`config.mk`:
```
export PLATFORM = sky130hd
export DESIGN_NAME = hall_edge_limit_recorder_core_flat
export DESIGN_NICKNAME = d
export VERILOG_FILES = /design/src/design/hler_pkg.sv /design/src/design/hler_if.sv /design/src/design/hall_edge_limit_recorder_core.sv /design/src/design/hler_front.sv /design/src/design/hler_queue.sv /design/src/design/hler_back.sv /design/src/flat_wrapper.sv
export SDC_FILE = /design/constraint.sdc
export NUM_CORES = 2
export LEC_CHECK = 0
export BUFFER_PORTS_ARGS = -buffer_cell sky130_fd_sc_hd__buf_2
export CAP_MARGIN = 20
export CELL_PAD_IN_SITES_DETAIL_PLACEMENT = 0
export CELL_PAD_IN_SITES_GLOBAL_PLACEMENT = 1
export CORE_ASPECT_RATIO = 0.5
export CORE_MARGIN = 2
export CORE_UTILIZATION = 50
export CTS_CLUSTER_SIZE = 12
export DETAILED_ROUTE_END_ITERATION = 7
export GPL_TIMING_DRIVEN = 1
export PLACE_DENSITY_LB_ADDON = 0.1
export SYNTH_ARGS = -nofsm -noshare
export SYNTH_HDL_FRONTEND = slang
export SYNTH_SLANG_ARGS = --single-unit
```
`constraint.sdc`:
```
create_clock -name clock -period 11.53 [get_ports clock]
set_input_delay 1.153 -clock clock [delete_from_list [all_inputs] [get_ports clock]]
set_output_delay 1.153 -clock clock [all_outputs]
set_load 0.02 [all_outputs]
```
`src/design/hler_pkg.sv`:
```
package hler_pkg;

   localparam int POS_WIDTH    = 32;
   localparam int CNT_WIDTH    = 16;
   localparam int IDX_W        = 5;
   localparam int NUM_AXES     = 2;
   localparam int NUM_SENSORS  = 3;
   localparam int NUM_COUNTS   = 2 * NUM_SENSORS;

   // Entry layout: axis*14 + {0 min, 1 max, 2 + 4*sensor + kind}; 28/29 separation
   localparam logic [IDX_W-1:0] AXIS_ENTRIES  = 5'd14;
   localparam logic [IDX_W-1:0] MIN_OFFSET    = 5'd0;
   localparam logic [IDX_W-1:0] MAX_OFFSET    = 5'd1;
   localparam logic [IDX_W-1:0] ANGLE_OFFSET  = 5'd2;
   localparam logic [IDX_W-1:0] SEP_MIN_INDEX = 5'd28;
   localparam logic [IDX_W-1:0] SEP_MAX_INDEX = 5'd29;

   localparam logic [1:0] KIND_LOWER     = 2'd0;
   localparam logic [1:0] KIND_UPPER     = 2'd1;
   localparam logic [1:0] KIND_LOWER_DEC = 2'd2;
   localparam logic [1:0] KIND_UPPER_DEC = 2'd3;

   localparam int QUEUE_DEPTH = 4;
   localparam int QPTR_W      = $clog2(QUEUE_DEPTH);
   localparam int QCNT_W      = $clog2(QUEUE_DEPTH + 1);
   localparam int OUT_DEPTH   = 4;
   localparam int OPTR_W      = $clog2(OUT_DEPTH);
   localparam int OCNT_W      = $clog2(OUT_DEPTH + 1);

   localparam logic signed [POS_WIDTH-1:0] POS_MAX = {1'b0, {(POS_WIDTH-1){1'b1}}};
   localparam logic signed [POS_WIDTH-1:0] POS_MIN = {1'b1, {(POS_WIDTH-1){1'b0}}};

   typedef logic signed [POS_WIDTH-1:0] pos_type;
   typedef logic [CNT_WIDTH-1:0]        cnt_type;

   // Classified request passed from front to back
   typedef struct packed {
      logic              axis;
      logic              first;
      logic              found;
      logic [IDX_W-1:0]  angle_idx;
      pos_type           angle_val;
      pos_type           rel;
   } hler_rec_type;

   typedef struct packed {
      logic [IDX_W-1:0]  entry_index;
      pos_type           entry_value;
      logic              run_end;
   } hler_rsp_type;

   function automatic pos_type sat_sub(input pos_type a, input pos_type b);
      logic signed [POS_WIDTH:0] d;
      pos_type r;
      d = {a[POS_WIDTH-1], a} - {b[POS_WIDTH-1], b};
      if (d[POS_WIDTH] != d[POS_WIDTH-1]) begin
         r = d[POS_WIDTH] ? POS_MIN : POS_MAX;
      end else begin
         r = d[POS_WIDTH-1:0];
      end
      return r;
   endfunction

endpackage

```
`src/design/hler_if.sv`:
```
interface hler_req_if import hler_pkg::*; ();
   logic    valid;
   logic    ready;
   logic    which_axis;
   pos_type sample_position;
   pos_type rise_latch_position;
   pos_type fall_latch_position;
   cnt_type front_rise_count;
   cnt_type front_fall_count;
   cnt_type cal_rise_count;
   cnt_type cal_fall_count;
   cnt_type back_rise_count;
   cnt_type back_fall_count;

   modport source (
      output valid, which_axis, sample_position, rise_latch_position,
             fall_latch_position, front_rise_count, front_fall_count,
             cal_rise_count, cal_fall_count, back_rise_count, back_fall_count,
      input  ready
   );
   modport sink (
      input  valid, which_axis, sample_position, rise_latch_position,
             fall_latch_position, front_rise_count, front_fall_count,
             cal_rise_count, cal_fall_count, back_rise_count, back_fall_count,
      output ready
   );
endinterface

interface hler_rsp_if import hler_pkg::*; ();
   logic             valid;
   logic             ready;
   logic [IDX_W-1:0] entry_index;
   pos_type          entry_value;
   logic             run_end;

   modport source (output valid, entry_index, entry_value, run_end, input ready);
   modport sink   (input valid, entry_index, entry_value, run_end, output ready);
endinterface

```
`src/design/hall_edge_limit_recorder_core.sv`:
```
// Channel   Dir  Handshake            Payload
// req_bus   in   valid/ready          which_axis, positions, front/cal/back rise and fall edge counters
// rsp_bus   out  valid/ready          entry_index, entry_value, run_end
//
// One request per cycle is taken while the 4-entry request queue has room.
// The back end drains one queued request per cycle while the 4-entry response
// buffer has room for two, writing up to two; the port sends one per ready cycle.
// Sync reset clears control, learned min/max, separation and start flags.
// A stalled rsp_bus fills the buffer, then the queue, then drops req_bus.ready.
module hall_edge_limit_recorder_core import hler_pkg::*; (
   input  logic       clock,
   input  logic       reset,
   hler_req_if.sink   req_bus,
   hler_rsp_if.source rsp_bus
);

   logic         q_push;
   logic         q_full;
   logic         q_pop;
   logic         q_empty;
   hler_rec_type q_in_rec;
   hler_rec_type q_head_rec;

   hler_front u_front (
      .clock   (clock),
      .reset   (reset),
      .req_bus (req_bus),
      .q_full  (q_full),
      .q_push  (q_push),
      .q_rec   (q_in_rec)
   );

   hler_queue u_queue (
      .clock    (clock),
      .reset    (reset),
      .push     (q_push),
      .push_rec (q_in_rec),
      .full     (q_full),
      .pop      (q_pop),
      .empty    (q_empty),
      .head_rec (q_head_rec)
   );

   hler_back u_back (
      .clock   (clock),
      .reset   (reset),
      .q_empty (q_empty),
      .q_rec   (q_head_rec),
      .q_pop   (q_pop),
      .rsp_bus (rsp_bus)
   );

   a_idle_after_reset: assert property (@(posedge clock)
      $past(reset) |-> !rsp_bus.valid)
      else $error("response valid right after reset");

   a_index_range: assert property (@(posedge clock) disable iff (reset)
      rsp_bus.valid |-> (rsp_bus.entry_index <= SEP_MAX_INDEX))
      else $error("entry index out of range");

   a_sep_is_last: assert property (@(posedge clock) disable iff (reset)
      rsp_bus.valid && (rsp_bus.entry_index == SEP_MIN_INDEX ||
                        rsp_bus.entry_index == SEP_MAX_INDEX) |-> rsp_bus.run_end)
      else $error("separation response not marked last");

   a_no_push_when_full: assert property (@(posedge clock) disable iff (reset)
      q_full |-> !q_push)
      else $error("request queue overflow");

endmodule

```
`src/design/hler_front.sv`:
```
module hler_front import hler_pkg::*; (
   input  logic         clock,
   input  logic         reset,
   hler_req_if.sink     req_bus,
   input  logic         q_full,
   output logic         q_push,
   output hler_rec_type q_rec
);

   logic    started_ff [NUM_AXES];
   pos_type origin_ff  [NUM_AXES];
   pos_type prev_pos_ff[NUM_AXES];
   cnt_type prev_cnt_ff[NUM_AXES][NUM_COUNTS];

   cnt_type cur_cnt[NUM_COUNTS];
   logic    axis;
   logic    accept;
   logic    found;
   logic    use_fall;
   logic [1:0] sensor;
   logic [1:0] kind;
   logic    rise_below;
   logic    fall_above;
   pos_type latch;
   logic [IDX_W-1:0] base;

   assign axis = req_bus.which_axis;
   assign req_bus.ready = !q_full;
   assign accept = req_bus.valid && !q_full;

   assign cur_cnt[0] = req_bus.front_rise_count;
   assign cur_cnt[1] = req_bus.front_fall_count;
   assign cur_cnt[2] = req_bus.cal_rise_count;
   assign cur_cnt[3] = req_bus.cal_fall_count;
   assign cur_cnt[4] = req_bus.back_rise_count;
   assign cur_cnt[5] = req_bus.back_fall_count;

   assign rise_below = req_bus.rise_latch_position < prev_pos_ff[axis];
   assign fall_above = req_bus.fall_latch_position > prev_pos_ff[axis];

   // First changed counter wins: front, cal, back; rise before fall
   always_comb begin
      found    = 1'b0;
      use_fall = 1'b0;
      sensor   = 2'd0;
      kind     = KIND_LOWER;
      for (int s = 0; s < NUM_SENSORS; s++) begin
         if (!found) begin
            if (cur_cnt[2*s] != prev_cnt_ff[axis][2*s]) begin
               found    = 1'b1;
               sensor   = 2'(s);
               kind     = rise_below ? KIND_UPPER : KIND_LOWER_DEC;
            end else if (cur_cnt[2*s+1] != prev_cnt_ff[axis][2*s+1]) begin
               found    = 1'b1;
               use_fall = 1'b1;
               sensor   = 2'(s);
               kind     = fall_above ? KIND_UPPER_DEC : KIND_LOWER;
            end
         end
      end
   end

   assign latch = use_fall ? req_bus.fall_latch_position : req_bus.rise_latch_position;
   assign base  = axis ? AXIS_ENTRIES : '0;

   assign q_push          = accept;
   assign q_rec.axis      = axis;
   assign q_rec.first     = !started_ff[axis];
   assign q_rec.found     = found;
   assign q_rec.angle_idx = base + ANGLE_OFFSET + IDX_W'({sensor, kind});
   assign q_rec.angle_val = sat_sub(latch, origin_ff[axis]);
   assign q_rec.rel       = sat_sub(req_bus.sample_position, origin_ff[axis]);

   always_ff @(posedge clock) begin
      if (reset) begin
         for (int a = 0; a < NUM_AXES; a++) begin
            started_ff[a] <= 1'b0;
         end
      end else if (accept) begin
         started_ff[axis] <= 1'b1;
      end
   end

   always_ff @(posedge clock) begin
      if (accept) begin
         if (!started_ff[axis]) begin
            origin_ff[axis] <= req_bus.sample_position;
         end
         prev_pos_ff[axis] <= req_bus.sample_position;
         for (int c = 0; c < NUM_COUNTS; c++) begin
            prev_cnt_ff[axis][c] <= cur_cnt[c];
         end
      end
   end

endmodule

```
`src/design/hler_queue.sv`:
```
module hler_queue import hler_pkg::*; (
   input  logic         clock,
   input  logic         reset,
   input  logic         push,
   input  hler_rec_type push_rec,
   output logic         full,
   input  logic         pop,
   output logic         empty,
   output hler_rec_type head_rec
);

   hler_rec_type     mem_ff[QUEUE_DEPTH];
   logic [QPTR_W-1:0] wptr_ff, wptr_in;
   logic [QPTR_W-1:0] rptr_ff, rptr_in;
   logic [QCNT_W-1:0] cnt_ff, cnt_in;
   logic              do_pop;

   assign full     = (cnt_ff == QCNT_W'(QUEUE_DEPTH));
   assign empty    = (cnt_ff == '0);
   assign head_rec = mem_ff[rptr_ff];
   assign do_pop   = pop && !empty;

   assign wptr_in = push ? wptr_ff + QPTR_W'(1) : wptr_ff;
   assign rptr_in = do_pop ? rptr_ff + QPTR_W'(1) : rptr_ff;
   assign cnt_in  = cnt_ff + QCNT_W'(push) - QCNT_W'(do_pop);

   always_ff @(posedge clock) begin
      if (reset) begin
         wptr_ff <= '0;
         rptr_ff <= '0;
         cnt_ff  <= '0;
      end else begin
         wptr_ff <= wptr_in;
         rptr_ff <= rptr_in;
         cnt_ff  <= cnt_in;
      end
   end

   always_ff @(posedge clock) begin
      if (push) begin
         mem_ff[wptr_ff] <= push_rec;
      end
   end

endmodule

```
`src/design/hler_back.sv`:
```
module hler_back import hler_pkg::*; (
   input  logic         clock,
   input  logic         reset,
   input  logic         q_empty,
   input  hler_rec_type q_rec,
   output logic         q_pop,
   hler_rsp_if.source   rsp_bus
);

   pos_type min_ff[NUM_AXES];
   pos_type max_ff[NUM_AXES];
   pos_type sep_min_ff;
   pos_type sep_max_ff;
   pos_type top_rel_ff;

   hler_rsp_type     buf_ff[OUT_DEPTH];
   logic [OPTR_W-1:0] wptr_ff, wptr_in;
   logic [OPTR_W-1:0] rptr_ff, rptr_in;
   logic [OCNT_W-1:0] cnt_ff, cnt_in;
   logic [OCNT_W-1:0] occ;

   logic             deq;
   logic             work;
   logic             a_v, b_v;
   logic             above_max, below_min;
   logic             sep_above, sep_below;
   logic [IDX_W-1:0] base;
   pos_type          sep;
   hler_rsp_type     res_a, res_b;
   logic [OPTR_W-1:0] w_next;

   assign deq   = rsp_bus.valid && rsp_bus.ready;
   assign occ   = cnt_ff - OCNT_W'(deq);
   // take a request only when both of its possible responses fit
   assign q_pop = !q_empty && (occ <= OCNT_W'(OUT_DEPTH - 2));
   assign work  = q_pop && !q_rec.first;

   assign base      = q_rec.axis ? AXIS_ENTRIES : '0;
   assign above_max = q_rec.rel > max_ff[q_rec.axis];
   assign below_min = q_rec.rel < min_ff[q_rec.axis];
   assign sep       = sat_sub(top_rel_ff, q_rec.rel);
   assign sep_above = sep > sep_max_ff;
   assign sep_below = sep < sep_min_ff;

   assign a_v = work && (q_rec.found || above_max || below_min);
   assign b_v = work && q_rec.axis && (sep_above || sep_below);

   always_comb begin
      res_a.run_end = !b_v;
      if (q_rec.found) begin
         res_a.entry_index = q_rec.angle_idx;
         res_a.entry_value = q_rec.angle_val;
      end else begin
         res_a.entry_index = base + (above_max ? MAX_OFFSET : MIN_OFFSET);
         res_a.entry_value = q_rec.rel;
      end
      res_b.entry_index = sep_above ? SEP_MAX_INDEX : SEP_MIN_INDEX;
      res_b.entry_value = sep;
      res_b.run_end     = 1'b1;
   end

   assign w_next  = a_v ? wptr_ff + OPTR_W'(1) : wptr_ff;
   assign wptr_in = wptr_ff + OPTR_W'(a_v) + OPTR_W'(b_v);
   assign rptr_in = deq ? rptr_ff + OPTR_W'(1) : rptr_ff;
   assign cnt_in  = occ + OCNT_W'(a_v) + OCNT_W'(b_v);

   assign rsp_bus.valid       = (cnt_ff != '0);
   assign rsp_bus.entry_index = buf_ff[rptr_ff].entry_index;
   assign rsp_bus.entry_value = buf_ff[rptr_ff].entry_value;
   assign rsp_bus.run_end     = buf_ff[rptr_ff].run_end;

   always_ff @(posedge clock) begin
      if (reset) begin
         wptr_ff <= '0;
         rptr_ff <= '0;
         cnt_ff  <= '0;
      end else begin
         wptr_ff <= wptr_in;
         rptr_ff <= rptr_in;
         cnt_ff  <= cnt_in;
      end
   end

   always_ff @(posedge clock) begin
      if (a_v) begin
         buf_ff[wptr_ff] <= res_a;
      end
      if (b_v) begin
         buf_ff[w_next] <= res_b;
      end
   end

   always_ff @(posedge clock) begin
      if (reset) begin
         for (int a = 0; a < NUM_AXES; a++) begin
            min_ff[a] <= '0;
            max_ff[a] <= '0;
         end
         sep_min_ff <= '0;
         sep_max_ff <= '0;
         top_rel_ff <= '0;
      end else if (q_pop) begin
         if (q_rec.first) begin
            if (!q_rec.axis) begin
               top_rel_ff <= '0;
            end
         end else begin
            if (!q_rec.found) begin
               if (above_max) begin
                  max_ff[q_rec.axis] <= q_rec.rel;
               end else if (below_min) begin
                  min_ff[q_rec.axis] <= q_rec.rel;
               end
            end
            if (!q_rec.axis) begin
               top_rel_ff <= q_rec.rel;
            end else if (sep_above) begin
               sep_max_ff <= sep;
            end else if (sep_below) begin
               sep_min_ff <= sep;
            end
         end
      end
   end

endmodule
```
`src/flat_wrapper.sv`:
```
// flat-port wrapper written by rule: the top's interface ports become plain ports
module hall_edge_limit_recorder_core_flat import hler_pkg::*;
  (clock, reset, req_bus_valid, req_bus_which_axis, req_bus_sample_position, req_bus_rise_latch_position, req_bus_fall_latch_position, req_bus_front_rise_count, req_bus_front_fall_count, req_bus_cal_rise_count, req_bus_cal_fall_count, req_bus_back_rise_count, req_bus_back_fall_count, req_bus_ready, rsp_bus_valid, rsp_bus_entry_index, rsp_bus_entry_value, rsp_bus_run_end, rsp_bus_ready);
  hler_req_if req_bus_i ();
  hler_rsp_if rsp_bus_i ();
  input  logic clock;
  input  logic reset;
  input wire logic [$bits(req_bus_i.valid)-1:0] req_bus_valid;
  input wire logic [$bits(req_bus_i.which_axis)-1:0] req_bus_which_axis;
  input wire logic [$bits(req_bus_i.sample_position)-1:0] req_bus_sample_position;
  input wire logic [$bits(req_bus_i.rise_latch_position)-1:0] req_bus_rise_latch_position;
  input wire logic [$bits(req_bus_i.fall_latch_position)-1:0] req_bus_fall_latch_position;
  input wire logic [$bits(req_bus_i.front_rise_count)-1:0] req_bus_front_rise_count;
  input wire logic [$bits(req_bus_i.front_fall_count)-1:0] req_bus_front_fall_count;
  input wire logic [$bits(req_bus_i.cal_rise_count)-1:0] req_bus_cal_rise_count;
  input wire logic [$bits(req_bus_i.cal_fall_count)-1:0] req_bus_cal_fall_count;
  input wire logic [$bits(req_bus_i.back_rise_count)-1:0] req_bus_back_rise_count;
  input wire logic [$bits(req_bus_i.back_fall_count)-1:0] req_bus_back_fall_count;
  output wire logic [$bits(req_bus_i.ready)-1:0] req_bus_ready;
  output wire logic [$bits(rsp_bus_i.valid)-1:0] rsp_bus_valid;
  output wire logic [$bits(rsp_bus_i.entry_index)-1:0] rsp_bus_entry_index;
  output wire logic [$bits(rsp_bus_i.entry_value)-1:0] rsp_bus_entry_value;
  output wire logic [$bits(rsp_bus_i.run_end)-1:0] rsp_bus_run_end;
  input wire logic [$bits(rsp_bus_i.ready)-1:0] rsp_bus_ready;
  assign req_bus_i.valid = req_bus_valid;
  assign req_bus_i.which_axis = req_bus_which_axis;
  assign req_bus_i.sample_position = req_bus_sample_position;
  assign req_bus_i.rise_latch_position = req_bus_rise_latch_position;
  assign req_bus_i.fall_latch_position = req_bus_fall_latch_position;
  assign req_bus_i.front_rise_count = req_bus_front_rise_count;
  assign req_bus_i.front_fall_count = req_bus_front_fall_count;
  assign req_bus_i.cal_rise_count = req_bus_cal_rise_count;
  assign req_bus_i.cal_fall_count = req_bus_cal_fall_count;
  assign req_bus_i.back_rise_count = req_bus_back_rise_count;
  assign req_bus_i.back_fall_count = req_bus_back_fall_count;
  assign req_bus_ready = req_bus_i.ready;
  assign rsp_bus_valid = rsp_bus_i.valid;
  assign rsp_bus_entry_index = rsp_bus_i.entry_index;
  assign rsp_bus_entry_value = rsp_bus_i.entry_value;
  assign rsp_bus_run_end = rsp_bus_i.run_end;
  assign rsp_bus_i.ready = rsp_bus_ready;
  hall_edge_limit_recorder_core u_core (.clock(clock), .reset(reset), .req_bus(req_bus_i), .rsp_bus(rsp_bus_i));
endmodule
```
Word-level counts from Yosys, hierarchy flattened
Memories as Yosys holds them, arrays and structs flattened. A register that Yosys moved wholly into a read port is not among the register bits.
Index checks and enable logic that the tools add are counted.
{"block": "totals", "regBits": 110, "ram_bits": 890, "elab_cells": 164, "romBits": 0, "n_memories": 8, "output_inout_bits": 40, "inputBits": 197, "latchBits": 0}
{"name": "u_core.u_queue.mem_ff", "depth": 4, "width": 72, "read_ports": 1, "rd_clocked_by_memory_dff": 1, "write_ports": 1, "line": "hler_queue.sv:12", "source": "hler_rec_type mem_ff[QUEUE_DEPTH];"}
{"name": "u_core.u_front.prev_cnt_ff", "depth": 2, "width": 96, "read_ports": 1, "rd_clocked_by_memory_dff": 0, "write_ports": 1, "line": "hler_front.sv:13", "source": "cnt_type prev_cnt_ff[NUM_AXES][NUM_COUNTS];"}
{"name": "u_core.u_back.buf_ff", "depth": 4, "width": 38, "read_ports": 1, "rd_clocked_by_memory_dff": 1, "write_ports": 2, "line": "hler_back.sv:16", "source": "hler_rsp_type buf_ff[OUT_DEPTH];"}
{"name": "u_core.u_back.max_ff", "depth": 2, "width": 32, "read_ports": 1, "rd_clocked_by_memory_dff": 0, "write_ports": 2, "line": "hler_back.sv:11", "source": "pos_type max_ff[NUM_AXES];"}
{"name": "u_core.u_back.min_ff", "depth": 2, "width": 32, "read_ports": 1, "rd_clocked_by_memory_dff": 0, "write_ports": 2, "line": "hler_back.sv:10", "source": "pos_type min_ff[NUM_AXES];"}
{"name": "u_core.u_front.origin_ff", "depth": 2, "width": 32, "read_ports": 1, "rd_clocked_by_memory_dff": 0, "write_ports": 1, "line": "hler_front.sv:11", "source": "pos_type origin_ff [NUM_AXES];"}
{"name": "+2 memories"}
{"block": "op_classes", "add_sub_neg": 17, "n_div": 0, "order_cmp": 7, "n_mul": 0, "eq_ne": 10, "n_reduce_logical": 24, "n_mux": 86, "n_shift": 0, "bitwise": 3}
{"op": "two-way mux 32 bit", "n": 12}
{"op": "subtractor 32 x 32 -> 33 bit", "n": 3}
{"op": "> comparator 32 bit", "n": 3}
{"op": "< comparator 32 bit", "n": 3}
{"op": "!= test 16 bit", "n": 6}
{"op": "OR reduction 32 bit", "n": 2}
{"op": "two-way mux 1 bit", "n": 53}
{"op": "two-way mux 37 bit", "n": 1}
{"op": "two-way mux 2 bit", "n": 18}
{"op": "adder 3 x 1 -> 3 bit", "n": 3}
{"op": "adder 2 x 1 -> 2 bit (second input constant)", "n": 4}
{"op": "logical AND 1 bit", "n": 8}
{"op": "two-way mux 4 bit", "n": 2}
{"op": "subtractor 3 x 1 -> 3 bit", "n": 2}
{"op": "adder 4 x 1 -> 5 bit", "n": 1}
{"op": "adder 4 x 2 -> 5 bit (second input constant)", "n": 1}
{"op": "adder 5 x 4 -> 5 bit", "n": 1}
{"op": "zero test 1 bit", "n": 5}
{"op": "AND reduction 5 bit", "n": 1}
{"op": "adder 2 x 1 -> 2 bit", "n": 2}
{"op": "AND reduction 4 bit", "n": 1}
{"op": "== test 3 bit (second input constant)", "n": 1}
{"op": "less-or-equal comparator 3 x 2 -> 1 bit (second input constant)", "n": 1}
{"op": "zero test 3 bit", "n": 1}
{"op": "6 further kinds", "n": 12}

Logic depth before layout (Yosys ltp)
An unclocked memory read counts as a cell.
{"block": "depth", "word_depth": 14, "ltp_mapped": 35, "depth_no_buf": 33}

Modules after synthesis
A second synthesis with hierarchy kept.
{"block": "hier_totals", "hier_cells": 3930, "area_unflattened_um2": 51664.6}
{"mod": "hler_back", "cells_per_inst": 2101, "area_each_um2": 22432.8, "instances": 1, "seq_area_each_um2": 10309.9}
{"mod": "hler_front", "cells_per_inst": 1408, "area_each_um2": 18295.0, "instances": 1, "seq_area_each_um2": 9649.3}
{"mod": "hler_queue", "cells_per_inst": 421, "area_each_um2": 10936.7, "instances": 1, "seq_area_each_um2": 8828.5}

Least setup slack after synthesis
OpenSTA, ideal clock, no wires.
{"block": "synth_timing", "path_kind": "reg2reg", "start": "register with a tool-made name", "end": "memory u_core.u_back.buf_ff[2][10] (netlist bit) (enable)", "arrival_time_ps": 8032, "stages_incl_launch_ff": 29, "n_path_buf": 8, "setup_time_ps": 391, "path_slack_ps": 3108, "t_required_ps": 11139, "period_less_slack_ps": 8422, "path_cell_list": "dfxtp_1 -> buf_2 -> buf_1 -> clkbuf_1 -> clkbuf_1 -> o21ai_1 -> ha_1 -> a21oi_1 -> and4b_1 -> a311oi_1 -> a21oi_1 -> o21a_1 -> or3_1 -> a21oi_1 -> clkbuf_1 -> a21oi_1 -> ha_1 -> and4_1 -> nand4_1 -> or3_1 -> o211ai_1 -> a21oi_1 -> maj3_2 -> nor3_1 -> clkbuf_1 -> o21ai_1 -> buf_4 -> buf_6 -> nand2_1"}
{"element": "to (decl)", "line": "hler_back.sv:16"}

==> results_dict.tcl <==
set metrics [dict create \
    cts-htree-levels 3 \
    drtIter0Drc 3111 \
    cp_max_fo 49 \
    synthMuxAreaShare 0.133 \
    die_w_um 458 \
    final_cell_mix "edfxtp_1 (868), nor2_1 (457), ha_1 (302), a21oi_1 (274), mux2i_1 (274)" \
    yosysWarnings 0 \
    finalCritPeriodShare 0.839 \
    fill_cells 8517 \
    cp-end-kind "register" \
    grt.total_usage 0.266 \
    antenna_found_initial 29 \
    drcViolationCount 0 \
    r2r_slack_ns 1.86 \
    hold_violations 0 \
    setup_viol 0 \
    synthSimpleGateAreaFrac 0.0842 \
    portBuffers 236 \
    clock-sinks 1004 \
    instances_no_fill 5753 \
    period_needed_ns 9.67 \
    overflow 0 \
    ys_seq_area_frac 0.558 \
    drv_cap 0 \
    std_cell_rows 83 \
    wirelength_um 141000 \
    relSlewSlack 0.229 \
    fmaxAchievable_mhz 103 \
    grt_pass1_vias 33600 \
    grt_pass1_wl_um 212000 \
    ys_ff_latch 1004 \
    synth_top_family_by_area "multiplexers" \
    dp.cells 5578 \
    synth-compound-area-share 0.0867 \
    tns_ns 0 \
    tightest_slew_ns 1.16 \
    synth_area_per_cell_um2 12.6 \
    gp_congestion 0.894 \
    clock-root-buffer "clkbuf_16" \
    ys_types 84 \
    via_per_inst 5.89 \
    syn_to_final_growth_pct 11.3 \
    hpwl_um 98600 \
    p_leak_nw 21.9 \
    postRouteAntennaNets 0 \
    wl_per_cell_um 24.6 \
    syn_nets 4588 \
    clk_pin_slew_worst_paths_ns 0.06 \
    critPathArrivalTime_ns 10.14 \
    cts.path.max_buffers 3 \
    netlist_area_um2 51600 \
    synth_cells 4082 \
    synth_xor_area_frac 0.0317 \
    die-height_um 231 \
    post-route-cell-area_um2 57500 \
    vdd_drop_max_v 0.000180 \
    min_path_type "register to register" \
    grt_max_degree 81 \
    p_per_area_nw_per_um2 248 \
    setup.worst_path.start_class "register" \
    nets 4826 \
    critPathRequiredTime_ns 12.00 \
    drt_first_pass_iters 7 \
    slew_violations 0 \
    die_area_um2 106000 \
    cts_hold_buf 0 \
    run_status "completed" \
    post_cts_resized 0 \
    skew_ns 0.0419 \
    worstSkewPairLatency_ns 0.73 \
    start_util 0.504 \
    rsz0062_at_grt "false" \
    io_pins 237 \
    async_reset_ff_frac 0 \
    postPlaceCellArea_um2 54500 \
    synth-main-ff-cell "edfxtp_1" \
    core_region_area_um2 103000 \
    final_common_cell "edfxtp_1" \
    vias 33900 \
    synth_fa_ha_area_frac 0.0800 \
    worstSetupPathType "register to register" \
    cts_setup_buffers 0 \
    cts_tree "yes" \
    numCtsBuffers 97 \
    drive_gt1_frac 0.171 \
    synth_edf_count 868 \
]
==> per-stage QoR <==
stage	setup slack, ns	power, mW	utilization	hold slack [ns]
after floorplan	3.11	8.85	-	0.432
after global placement	1.93	11.2	0.532	0.441
after detailed placement	1.91	11.2	0.532	0.451
after CTS	1.91	14.2	0.560	0.461
after global routing	1.15	15.1	0.560	0.486
final	1.86	14.2	0.561	0.459
==> flip-flops by register name, indices dropped and copies added (netlist names), named ones only <==
register / cells
u_core.u_back.buf_ff: 152
u_core.u_queue.rptr_ff: 2
u_core.u_back.sep_max_ff: 32
u_core.u_back.top_rel_ff: 32
u_core.u_back.rptr_ff: 2
u_core.u_back.max_ff: 64
u_core.u_queue.wptr_ff: 2
u_core.u_back.sep_min_ff: 32
u_core.u_front.started_ff: 2
u_core.u_back.wptr_ff: 2
u_core.u_back.cnt_ff: 3
u_core.u_front.origin_ff: 64
u_core.u_queue.cnt_ff: 3
u_core.u_front.prev_cnt_ff: 192
u_core.u_front.prev_pos_ff: 64
u_core.u_queue.mem_ff: 288
u_core.u_back.min_ff: 64
==> cell type report <==
type | count | area [um2] | share of cell area
Antenna cell | 15 | 37.5 | 0.000653
Clock buffer | 141 | 2690 | 0.0467
Clock inverter | 16 | 158 | 0.00274
Inverter | 153 | 574 | 0.00999
Multi-Input combinational cell | 2743 | 21600 | 0.376
Sequential cell | 1004 | 28800 | 0.501
Tap cell | 1360 | 1700 | 0.0296
Timing Repair Buffer | 321 | 1910 | 0.0332
==> synthesized netlist by cell type, types with 7 or more instances <==
cell type	n	area share
edfxtp_1	868	0.50
nor2_1	459	0.033
ha_1	302	0.073
a21oi_1	275	0.027
mux2i_1	274	0.053
nand2_1	177	0.013
mux2_2	154	0.034
inv_1	151	0.011
xnor2_1	142	0.024
dfxtp_1	136	0.053
clkbuf_1	120	0.0087
o21ai_0	96	0.0093
a21o_1	81	0.012
mux4_2	77	0.034
nor3_1	68	0.0066
a211oi_1	53	0.0077
xor2_1	45	0.0076
nand4_1	44	0.0053
nand3_1	43	0.0042
o21ai_1	41	0.0040
nor3b_1	35	0.0051
mux2_4	34	0.0099
buf_1	32	0.0023
nor4_1	29	0.0035
o211ai_1	25	0.0036
o21a_1	25	0.0036
and3_1	20	0.0024
maj3_1	20	0.0039
nand2b_1	20	0.0024
nor2b_1	17	0.0021
and2_1	16	0.0019
buf_2	15	0.0015
mux2_1	14	0.0031
o31ai_1	13	0.0019
buf_6	12	0.0026
o21bai_1	10	0.0015
a211o_1	7	0.0012
a31oi_1	7	0.00085
fa_1	7	0.0027
==> path summary, 6_finish.rpt <==
kind,startpoint,to,depth (start not counted)
worst max-delay path,register,u_core.u_back.buf_ff[2][14]$_DFFE_PP_,26
worst max register to register,register,u_core.u_back.buf_ff[2][14]$_DFFE_PP_,26
worst min-delay path,u_core.u_back.sep_max_ff[19]$_SDFFE_PP0P_,u_core.u_back.sep_max_ff[19]$_SDFFE_PP0P_,2
worst min register to register,u_core.u_back.sep_max_ff[19]$_SDFFE_PP0P_,u_core.u_back.sep_max_ff[19]$_SDFFE_PP0P_,2
==> critical path, stage by stage (launching register included) <==
cell and delay (ns):
dfxtp_4 0.88, buf_12 0.31, mux2_2 0.36, o21ai_1 0.68, ha_1 0.47, a2111oi_0 0.37
o21ai_0 0.17, o311ai_0 0.19, o21ai_0 0.22, o31a_1 0.53, a21oi_1 0.20, buf_4 0.29
a21oi_1 0.25, ha_1 0.43, and3_1 0.23, nand4_1 0.15, or3_1 0.43, nor4_1 0.32
nor2_1 0.10, a21oi_1 0.19, maj3_2 0.21, buf_4 0.37, nor3_2 0.21, buf_6 0.19
o21ai_4 0.71, buf_4 0.47, mux2_2 0.39
==> logic make-up (layout without fill, tap and decap cells) <==
kind of cell / Yosys count / in the layout
adder cells (fa/ha/maj): 330 / 330
flip-flops: 1004 / 1004
buffers and inverters: 335 / 631
AO/OA/AOI/OAI: 715 / 715
AND/OR/NAND/NOR: 958 / 958
multiplexers: 553 / 553
other: 0 / 15
XOR/XNOR: 187 / 187
==> report_power, final <==
group	switching [mW]	internal (mW)	total [mW]	leakage, nW
clock	1.38	1.61	2.99	1.37
combinational	4.29	2.15	6.44	11.3
sequential	0.187	4.62	4.80	9.27
total	5.86	8.38	14.2	21.9
==> routing by layer <==
layer  global-route usage  wire length [um]  vias up
li1                     -                 -    15800
met1                0.384             65300    16900
met2                0.405             62100      960
met3               0.0599             10100      212
met4               0.0751              3750       26
met5                    0               150        -
No activity file was read; power rests on OpenSTA's default activity.
